--- src/sv/etok_pkg.sv ---
// ============================================================================
// etok_pkg
// Shared types, codes and constants of the expression tokenizer.
// ============================================================================
package etok_pkg;

    // Parameter defaults
    localparam int MAX_FRAC_DIGITS_DEF = 9;
    localparam int INT_BITS_DEF        = 16;

    // Field widths
    localparam int CH_W     = 8;
    localparam int KIND_W   = 3;
    localparam int VALUE_W  = 32;
    localparam int SYMBOL_W = 8;
    localparam int FCNT_W   = 4;

    // Token kinds
    localparam logic [KIND_W-1:0] KIND_NUM   = 3'd0;
    localparam logic [KIND_W-1:0] KIND_OPER  = 3'd1;
    localparam logic [KIND_W-1:0] KIND_OPEN  = 3'd2;
    localparam logic [KIND_W-1:0] KIND_CLOSE = 3'd3;
    localparam logic [KIND_W-1:0] KIND_INVAL = 3'd4;
    localparam logic [KIND_W-1:0] KIND_END   = 3'd5;

    // Characters
    localparam logic [CH_W-1:0] CH_NUL   = 8'h00;
    localparam logic [CH_W-1:0] CH_BANG  = 8'h21;
    localparam logic [CH_W-1:0] CH_DEL   = 8'h7F;
    localparam logic [CH_W-1:0] CH_PLUS  = 8'h2B;
    localparam logic [CH_W-1:0] CH_STAR  = 8'h2A;
    localparam logic [CH_W-1:0] CH_TILDE = 8'h7E;
    localparam logic [CH_W-1:0] CH_SLASH = 8'h2F;
    localparam logic [CH_W-1:0] CH_CARET = 8'h5E;
    localparam logic [CH_W-1:0] CH_R     = 8'h52;
    localparam logic [CH_W-1:0] CH_L     = 8'h4C;
    localparam logic [CH_W-1:0] CH_POINT = 8'h2E;
    localparam logic [CH_W-1:0] CH_OPEN  = 8'h28;
    localparam logic [CH_W-1:0] CH_CLOSE = 8'h29;
    localparam logic [CH_W-1:0] CH_ZERO  = 8'h30;
    localparam logic [CH_W-1:0] CH_NINE  = 8'h39;

    // Fraction accumulator: guard bits below the value LSB. Each digit weight
    // is truncated, so the sum runs low by less than 81 guard LSBs; rounding
    // adds half an LSB plus a slack that covers this but stays far below the
    // smallest gap between a decimal fraction of 9 digits and a half LSB.
    localparam int GUARD_W     = 40;
    localparam int ROUND_SLACK = 128;

    // Output queue
    localparam int FIFO_DEPTH = 4;
    localparam int FIFO_AW    = 2;
    localparam int FIFO_CW    = 3;

    typedef struct packed {
        logic [KIND_W-1:0]   kind;
        logic [VALUE_W-1:0]  value;
        logic [SYMBOL_W-1:0] symbol;
        logic                last;
    } token_t;

endpackage

--- src/sv/expression_tokenizer_unit.sv ---
// ============================================================================
// expression_tokenizer_unit
// Byte-stream tokenizer for arithmetic expressions with fixed-point numbers.
// ============================================================================
// Usage:
//   Feed one expression byte per request on the s_axis channel; tlast (or a
//   zero byte) ends the expression. Tokens leave on m_axis: tuser is the kind,
//   tdata carries the Q(INT_BITS).(32-INT_BITS) value and the symbol byte,
//   tlast marks the last token caused by one input request.
// Numbers: the integer part and a binary fraction are built digit by digit,
//   so the value is ready when the byte that ends the number arrives.
// Output: the tokens of a request are written into the output queue at the
//   edge that accepts the request and leave on m_axis from the queue head.
// Throughput: one input request per cycle while s_axis_tready is high and
//   one token per cycle out while m_axis_tready is high. A byte that closes
//   a number yields two tokens, so the output side paces such bytes.
// Reset: rst_n clears the scanner to idle with no number pending and empties
//   the output queue.
// Stall: when m_axis_tready is low the output queue holds; once fewer than
//   two free entries remain s_axis_tready drops and the scanner holds.
// ============================================================================
module expression_tokenizer_unit #(
    parameter int MAX_FRAC_DIGITS = etok_pkg::MAX_FRAC_DIGITS_DEF,
    parameter int INT_BITS        = etok_pkg::INT_BITS_DEF
) (
    input  logic                      clk,
    input  logic                      rst_n,
    input  logic                      s_axis_tvalid,
    output logic                      s_axis_tready,
    input  logic [etok_pkg::CH_W-1:0] s_axis_tdata,   // [7:0] ch
    input  logic                      s_axis_tlast,   // end_of_text
    output logic                      m_axis_tvalid,
    input  logic                      m_axis_tready,
    output logic [39:0]               m_axis_tdata,   // [31:0] value, [39:32] symbol
    output logic [etok_pkg::KIND_W-1:0] m_axis_tuser, // [2:0] kind
    output logic                      m_axis_tlast    // run_last
);
    import etok_pkg::*;

    localparam int FRAC_BITS = VALUE_W - INT_BITS;
    localparam int IPART_W   = INT_BITS + 1;
    localparam int IX10_W    = IPART_W + 4;
    localparam int ACC_W     = FRAC_BITS + GUARD_W;
    localparam int SUM_W     = VALUE_W + 1;
    localparam logic [IPART_W-1:0] INT_LIMIT = {1'b1, {INT_BITS{1'b0}}};
    localparam logic [FCNT_W-1:0]  FRAC_MAX  = FCNT_W'(MAX_FRAC_DIGITS);

    // Weight of the k-th fraction digit: 2^ACC_W / 10^k, truncated
    localparam logic [ACC_W:0]   ACC_ONE   = {1'b1, {ACC_W{1'b0}}};
    localparam logic [ACC_W-1:0] WEIGHT_1  = ACC_W'(ACC_ONE / 10);
    localparam logic [ACC_W-1:0] WEIGHT_2  = ACC_W'(ACC_ONE / 100);
    localparam logic [ACC_W-1:0] WEIGHT_3  = ACC_W'(ACC_ONE / 1000);
    localparam logic [ACC_W-1:0] WEIGHT_4  = ACC_W'(ACC_ONE / 10000);
    localparam logic [ACC_W-1:0] WEIGHT_5  = ACC_W'(ACC_ONE / 100000);
    localparam logic [ACC_W-1:0] WEIGHT_6  = ACC_W'(ACC_ONE / 1000000);
    localparam logic [ACC_W-1:0] WEIGHT_7  = ACC_W'(ACC_ONE / 10000000);
    localparam logic [ACC_W-1:0] WEIGHT_8  = ACC_W'(ACC_ONE / 100000000);
    localparam logic [ACC_W-1:0] WEIGHT_9  = ACC_W'(ACC_ONE / 1000000000);
    // Half a value LSB plus the slack for the truncated weights
    localparam logic [ACC_W:0]   ROUND_ADD = (ACC_ONE >> (FRAC_BITS + 1)) + ROUND_SLACK;

    // Scanner modes
    localparam logic [1:0] MODE_IDLE  = 2'd0;
    localparam logic [1:0] MODE_INT   = 2'd1;
    localparam logic [1:0] MODE_POINT = 2'd2;
    localparam logic [1:0] MODE_FRAC  = 2'd3;

    // Scanner state
    logic [1:0]         mode_reg, mode_next;
    logic [IPART_W-1:0] ipart_reg, ipart_next;
    logic [ACC_W-1:0]   facc_reg, facc_next;
    logic [FCNT_W-1:0]  fcnt_reg, fcnt_next;

    // Output queue
    token_t             fifo_reg [0:FIFO_DEPTH-1];
    logic [FIFO_AW-1:0] wr_ptr_reg, wr_ptr_next;
    logic [FIFO_AW-1:0] rd_ptr_reg, rd_ptr_next;
    logic [FIFO_CW-1:0] count_reg, count_next;

    // Front-end decode
    logic                 advance, accept;
    logic [CH_W-1:0]      ch;
    logic [3:0]           digit;
    logic                 is_end, is_skip, is_digit, is_point_int, is_other;
    logic                 emit_num, emit_tok;
    logic [KIND_W-1:0]    tok_kind;
    logic [SYMBOL_W-1:0]  tok_symbol;
    logic [IX10_W-1:0]    ipart_x10;
    logic [ACC_W-1:0]     weight, facc_term;
    logic                 frac_sat;

    // Number value
    logic [ACC_W:0]       frac_rnd;
    logic [FRAC_BITS:0]   frac_q;
    logic [SUM_W-1:0]     num_sum;
    logic [VALUE_W-1:0]   num_value;

    // Queue fill
    token_t num_tok, op_tok;
    logic   push_num, push_tok, pop;

    // Advance only while the queue can take both tokens of one item
    assign advance       = (count_reg <= FIFO_CW'(FIFO_DEPTH - 2));
    assign s_axis_tready = advance;
    assign accept        = s_axis_tvalid && advance;

    assign ch           = s_axis_tdata;
    assign digit        = ch[3:0];   // low nibble of '0'..'9' is the digit
    assign is_end       = s_axis_tlast || (ch == CH_NUL);
    assign is_skip      = !is_end && ((ch < CH_BANG) || (ch == CH_DEL));
    assign is_digit     = !is_end && (ch >= CH_ZERO) && (ch <= CH_NINE);
    assign is_point_int = !is_end && (ch == CH_POINT) && (mode_reg == MODE_INT);
    assign is_other     = !is_end && !is_skip && !is_digit && !is_point_int;
    assign emit_tok     = is_end || is_other;
    assign emit_num     = emit_tok && (mode_reg != MODE_IDLE);

    always_comb
    begin
        tok_kind   = KIND_INVAL;
        tok_symbol = ch;
        if (is_end)
        begin
            tok_kind   = KIND_END;
            tok_symbol = '0;
        end
        else
        begin
            case (ch) inside
                CH_PLUS, CH_STAR, CH_TILDE, CH_SLASH, CH_CARET, CH_R, CH_L:
                begin
                    tok_kind = KIND_OPER;
                end
                CH_OPEN:
                begin
                    tok_kind   = KIND_OPEN;
                    tok_symbol = '0;
                end
                CH_CLOSE:
                begin
                    tok_kind   = KIND_CLOSE;
                    tok_symbol = '0;
                end
                default:
                begin
                    tok_kind = KIND_INVAL;
                end
            endcase
        end
    end

    // Accumulate one integer digit: ipart * 10 + d
    assign ipart_x10 = ({4'd0, ipart_reg} << 3) + ({4'd0, ipart_reg} << 1)
                     + IX10_W'(digit);
    // An integer part at the limit saturates the number
    assign frac_sat  = ipart_reg[INT_BITS];

    // Weight of the next fraction digit
    always_comb
    begin
        case (fcnt_reg)
            4'd0:    weight = WEIGHT_1;
            4'd1:    weight = WEIGHT_2;
            4'd2:    weight = WEIGHT_3;
            4'd3:    weight = WEIGHT_4;
            4'd4:    weight = WEIGHT_5;
            4'd5:    weight = WEIGHT_6;
            4'd6:    weight = WEIGHT_7;
            4'd7:    weight = WEIGHT_8;
            4'd8:    weight = WEIGHT_9;
            default: weight = '0;
        endcase
    end

    // Digit times weight by shift and add
    assign facc_term = (digit[0] ? weight        : '0)
                     + (digit[1] ? (weight << 1) : '0)
                     + (digit[2] ? (weight << 2) : '0)
                     + (digit[3] ? (weight << 3) : '0);

    always_comb
    begin
        mode_next  = mode_reg;
        ipart_next = ipart_reg;
        facc_next  = facc_reg;
        fcnt_next  = fcnt_reg;
        if (accept)
        begin
            if (emit_tok)
            begin
                mode_next  = MODE_IDLE;
                ipart_next = '0;
                facc_next  = '0;
                fcnt_next  = '0;
            end
            else if (is_digit)
            begin
                unique case (mode_reg)
                    MODE_IDLE:
                    begin
                        ipart_next = IPART_W'(digit);
                        facc_next  = '0;
                        fcnt_next  = '0;
                        mode_next  = MODE_INT;
                    end
                    MODE_INT:
                    begin
                        // Clamp an oversized integer part to the limit
                        if (ipart_x10 > IX10_W'(INT_LIMIT))
                        begin
                            ipart_next = INT_LIMIT;
                        end
                        else
                        begin
                            ipart_next = ipart_x10[IPART_W-1:0];
                        end
                    end
                    MODE_POINT, MODE_FRAC:
                    begin
                        // Drop digits past the limit or after saturation
                        if (!frac_sat && (fcnt_reg < FRAC_MAX))
                        begin
                            facc_next = facc_reg + facc_term;
                            fcnt_next = fcnt_reg + 1'b1;
                        end
                        mode_next = MODE_FRAC;
                    end
                    default:
                    begin
                        mode_next = MODE_IDLE;
                    end
                endcase
            end
            else if (is_point_int)
            begin
                mode_next = MODE_POINT;
            end
        end
    end

    // Round the fraction to nearest, then add the integer part
    assign frac_rnd  = {1'b0, facc_reg} + ROUND_ADD;
    assign frac_q    = frac_rnd[ACC_W:GUARD_W];
    assign num_sum   = (SUM_W'(ipart_reg[INT_BITS-1:0]) << FRAC_BITS) + SUM_W'(frac_q);
    assign num_value = (frac_sat || num_sum[VALUE_W]) ? {VALUE_W{1'b1}}
                                                      : num_sum[VALUE_W-1:0];

    always_ff @(posedge clk or negedge rst_n)
    begin
        if (!rst_n)
        begin
            mode_reg  <= MODE_IDLE;
            ipart_reg <= '0;
            facc_reg  <= '0;
            fcnt_reg  <= '0;
        end
        else
        begin
            mode_reg  <= mode_next;
            ipart_reg <= ipart_next;
            facc_reg  <= facc_next;
            fcnt_reg  <= fcnt_next;
        end
    end

    // Up to two queue entries per request, number first
    always_comb
    begin
        num_tok.kind   = KIND_NUM;
        num_tok.value  = num_value;
        num_tok.symbol = '0;
        num_tok.last   = 1'b0;
        op_tok.kind    = tok_kind;
        op_tok.value   = '0;
        op_tok.symbol  = tok_symbol;
        op_tok.last    = 1'b1;
    end

    assign push_num = accept && emit_num;
    assign push_tok = accept && emit_tok;
    assign pop      = m_axis_tvalid && m_axis_tready;

    always_ff @(posedge clk)
    begin
        if (push_num)
        begin
            fifo_reg[wr_ptr_reg] <= num_tok;
        end
        if (push_tok)
        begin
            if (push_num)
            begin
                fifo_reg[wr_ptr_reg + FIFO_AW'(1)] <= op_tok;
            end
            else
            begin
                fifo_reg[wr_ptr_reg] <= op_tok;
            end
        end
    end

    always_comb
    begin
        wr_ptr_next = wr_ptr_reg + FIFO_AW'(push_num) + FIFO_AW'(push_tok);
        rd_ptr_next = rd_ptr_reg + FIFO_AW'(pop);
        count_next  = count_reg + FIFO_CW'(push_num) + FIFO_CW'(push_tok)
                    - FIFO_CW'(pop);
    end

    always_ff @(posedge clk or negedge rst_n)
    begin
        if (!rst_n)
        begin
            wr_ptr_reg <= '0;
            rd_ptr_reg <= '0;
            count_reg  <= '0;
        end
        else
        begin
            wr_ptr_reg <= wr_ptr_next;
            rd_ptr_reg <= rd_ptr_next;
            count_reg  <= count_next;
        end
    end

    // Present the queue head
    assign m_axis_tvalid = (count_reg != '0);
    assign m_axis_tdata  = {fifo_reg[rd_ptr_reg].symbol, fifo_reg[rd_ptr_reg].value};
    assign m_axis_tuser  = fifo_reg[rd_ptr_reg].kind;
    assign m_axis_tlast  = fifo_reg[rd_ptr_reg].last;

endmodule

--- config.mk ---
export PLATFORM = sky130hd
export DESIGN_NAME = expression_tokenizer_unit
export DESIGN_NICKNAME = d
export VERILOG_FILES = /design/src/sv/etok_pkg.sv /design/src/sv/expression_tokenizer_unit.sv
export SDC_FILE = /design/constraint.sdc
export NUM_CORES = 1
export LEC_CHECK = 0
export CAP_MARGIN = 20
export CELL_PAD_IN_SITES_DETAIL_PLACEMENT = 2
export CELL_PAD_IN_SITES_GLOBAL_PLACEMENT = 2
export CORE_UTILIZATION = 41
export DETAILED_ROUTE_END_ITERATION = 8
export DONT_BUFFER_PORTS = 1
export PLACE_DENSITY_LB_ADDON = 0.1
export SYNTH_ARGS = -nofsm -noshare
export SYNTH_HDL_FRONTEND = slang
export SYNTH_SLANG_ARGS = --single-unit
--- constraint.sdc ---
create_clock -name clk -period 7.65 [get_ports clk]
set_input_delay 1.1475 -clock clk [delete_from_list [all_inputs] [get_ports clk]]
set_output_delay 1.1475 -clock clk [all_outputs]
set_load 0.1 [all_outputs]
==> results.yml <==
status:
  status: "completed"
synthesis:
  synthArstFlopShare: 0.328
  synth.ff_latch_count: 262
  synth_top_cell_by_area: "fa_1"
  ys_top_cells_by_area: "fa_1 (15%), dfxtp_1 (13%), dfrtp_1 (10%)"
  synthesis.area_um2: 20700
  yosysTopAreaCellShare: 0.147
  yosysUniqueCellTypes: 78
  synth.avg_cell_area_um2: 8.70
  ys_seq_area_frac: 0.295
  ys_warn_count: 0
  synthCells: 2383
  synth_edf_count: 44
  synth-main-ff-cell: "dfxtp_1"
  syn_nets: 2663
job:
  maxCapViolations: 0
critical_path:
  timing.critical_path.buf_inv: 4
  crit_type: "reg2reg"
  crit_top_cell: "inv_1"
  startpoint_type: "flop"
  worstPathMaxFanout: 13
  path_cells: "inv_1, ha_1, nand2_1, o22ai_1, nand2_1, fa_1, inv_1, fa_1, inv_1, fa_1, inv_1, ha_1, nand4_1, nor4_2, and2_1, a31o_2, o21ai_0, o31ai_1, a31oi_1, xor2_1, o21ai_0"
  required_ns: 8.04
  crit_family: "adder cells"
  cp.arrival_ns: 7.64
  cp_slowest_stage_delay_ns: 0.75
  crit_path_end_kind: "flop"
  slowest_stage: "o31ai_1"
clock_tree:
  cts-buffers-inserted: 34
  clk_latency_ns: 0.57
  htreeDepth: 2
  path_clk_slew_ns: 0.06
  post-cts-setup-buffer-count: 0
  cts.sinks: 262
  clk_path_buf_depth: 3
  cts_tree: "built"
  cts_root_buf: "clkbuf_16"
die:
  std_cell_rows: 82
  start_util: 0.414
  io_pins: 59
  die_w_um: 227
  die_h_um: 227
  dieArea_um2: 51500
  core_um2: 50100
sta:
  max_slew_margin: 0.331
  min_period_over_period: 0.948
  clock_skew_ns: 0.0295
  worst_pin_slew_ns: 1.00
  hold_viol: 0
  rsz0062_at_grt: "no"
  clock.fmax_mhz: 138
  finalSetupViolCount: 0
  layout_setup_ws_ns: 0.401
  fin_tns_setup_ns: 0
  maxSlewViolCount: 0
  finalCriticalPeriod_ns: 7.25
route:
  firstDrtPassIters: 5
  wl_mm: 73.4
  drtIter0Drc: 712
  antenna_left: 0
  routedWlPerCell_um: 24.2
  routed-via-count: 17313
  viasPerCell: 5.71
  drc_errors: 0
cells_and_area:
  drive_gt1_frac: 0.0700
  final_core_util: 0.450
  largest_reg_flops: 176
  fillCellCount: 5526
  area_delta_synth_final_pct: 8.76
  layout_commonest_cell: "inv_1"
  final_nets: 2614
  final_cells: 3030
  final_cell_mix: "inv_1 (351), nand2_1 (332), o21ai_0 (192)"
  insertedDiodeCount: 0
power_and_ir_drop:
  switching_power_uw: 2160
  p_comb_frac: 0.371
  p_leak_uw: 0.0102
  p_int_uw: 3030
  pwr_density_cell_nw_per_um2: 230
  ir_drop_mv: 0.151
  swShare: 0.416
  seqPwrFrac: 0.306
  share_clk_of_total_power: 0.323
placed_design:
  io_buffers: 0
  pre_cts_slack_ns: 0.146
  placedCellCount: 2970
  gp_congestion: 0.851
  hpwl_mm: 55.2
global_routing:
  grt_pass1_vias: 19727
  overflow: 0
  antenna_found_initial: 0
  grt_usage: 0.294
  grt_pass1_wl_mm: 115
  grt_max_degree: 87
min_path:
  min_path_type: "in2async"
power groups by stage:
stage          logic [uW]  registers, uW  clock network [uW]
6_report             1930           1590                1680
3_3_place_gp         1870           1600                   0
4_1_cts              1940           1590                1700
2_1_floorplan        1520           1540                   0
3_5_place_dp         1920           1620                   0
5_1_grt              2090           1600                1750
final cells by class:
class / count / area [um^2] / area share
flip-flops and latches: 262 / 6120 / 0.271
multi-input cells: 1654 / 12900 / 0.572
clock buffers: 48 / 1030 / 0.0456
inverters: 352 / 1320 / 0.0586
well taps: 672 / 841 / 0.0373
clock inverters: 12 / 129 / 0.00572
repair buffers: 30 / 225 / 0.00999
cell families after synthesis:
logic type,count (synthesis),share of synthesized area
AND/OR/NAND/NOR,737,0.163
buffers and inverters,467,0.0848
AO/OA/AOI/OAI,513,0.153
multiplexers,49,0.0503
XOR/XNOR,88,0.0372
flip-flops,262,0.295
adder cells (fa/ha/maj),267,0.216
path summary, 6_finish.rpt:
check | start | end | slack (ns) | depth (start not counted)
setup / recovery | fcnt_reg[1] | facc_reg[50] | 0.40 | 21
hold / removal | rst_n | count_reg[2] | 0.28 | 0
setup reg to reg | fcnt_reg[1] | facc_reg[50] | 0.40 | 21
hold reg to reg | fifo_reg[1][0] | fifo_reg[1][0] | 0.44 | 2
max in group asynchronous | rst_n | facc_reg[30] | 7.14 | 0
min in group clk | fifo_reg[1][0] | fifo_reg[1][0] | 0.44 | 2
what timing repair did:
item / in CTS / in global routing
endpoints found under the setup margin: 0 / 2
resized for setup: 0 / 1
hold buffers: 0 / 0
per-stage QoR:
step                      hold WS, ns  instance area (um^2)  total power, uW
final                           0.284                 22500             5190
after global routing            0.271                 22500             5430
after CTS                       0.258                 22500             5230
after detailed placement        0.442                 21400             3540
after global placement          0.428                 21400             3470
after floorplan                 0.418                 20700             3060
routing by layer:
| layer | up-vias | global-route usage | share of wire |
|---|---|---|---|
| li1 | 7861 | - | - |
| met1 | 9037 | 0.341 | 0.40 |
| met4 | 0 | 0.122 | 0.041 |
| met2 | 280 | 0.544 | 0.53 |
| met5 | - | 0 | 0 |
| met3 | 135 | 0.0338 | 0.032 |
Yosys cell counts (all sizes together) (18+ instances only):
cell type  count
inv          352
nand2        334
o21ai        202
fa           152
dfxtp        132
nor2         132
a21oi        118
ha           115
clkbuf       106
dfrtp         86
nand3         80
xnor2         55
a22o          52
and2          44
edfxtp        44
mux4          44
xor2          33
nand4         32
a21o          25
and3          19
nor2b         18
nor3          18
(Power assumes the default switching activity.)
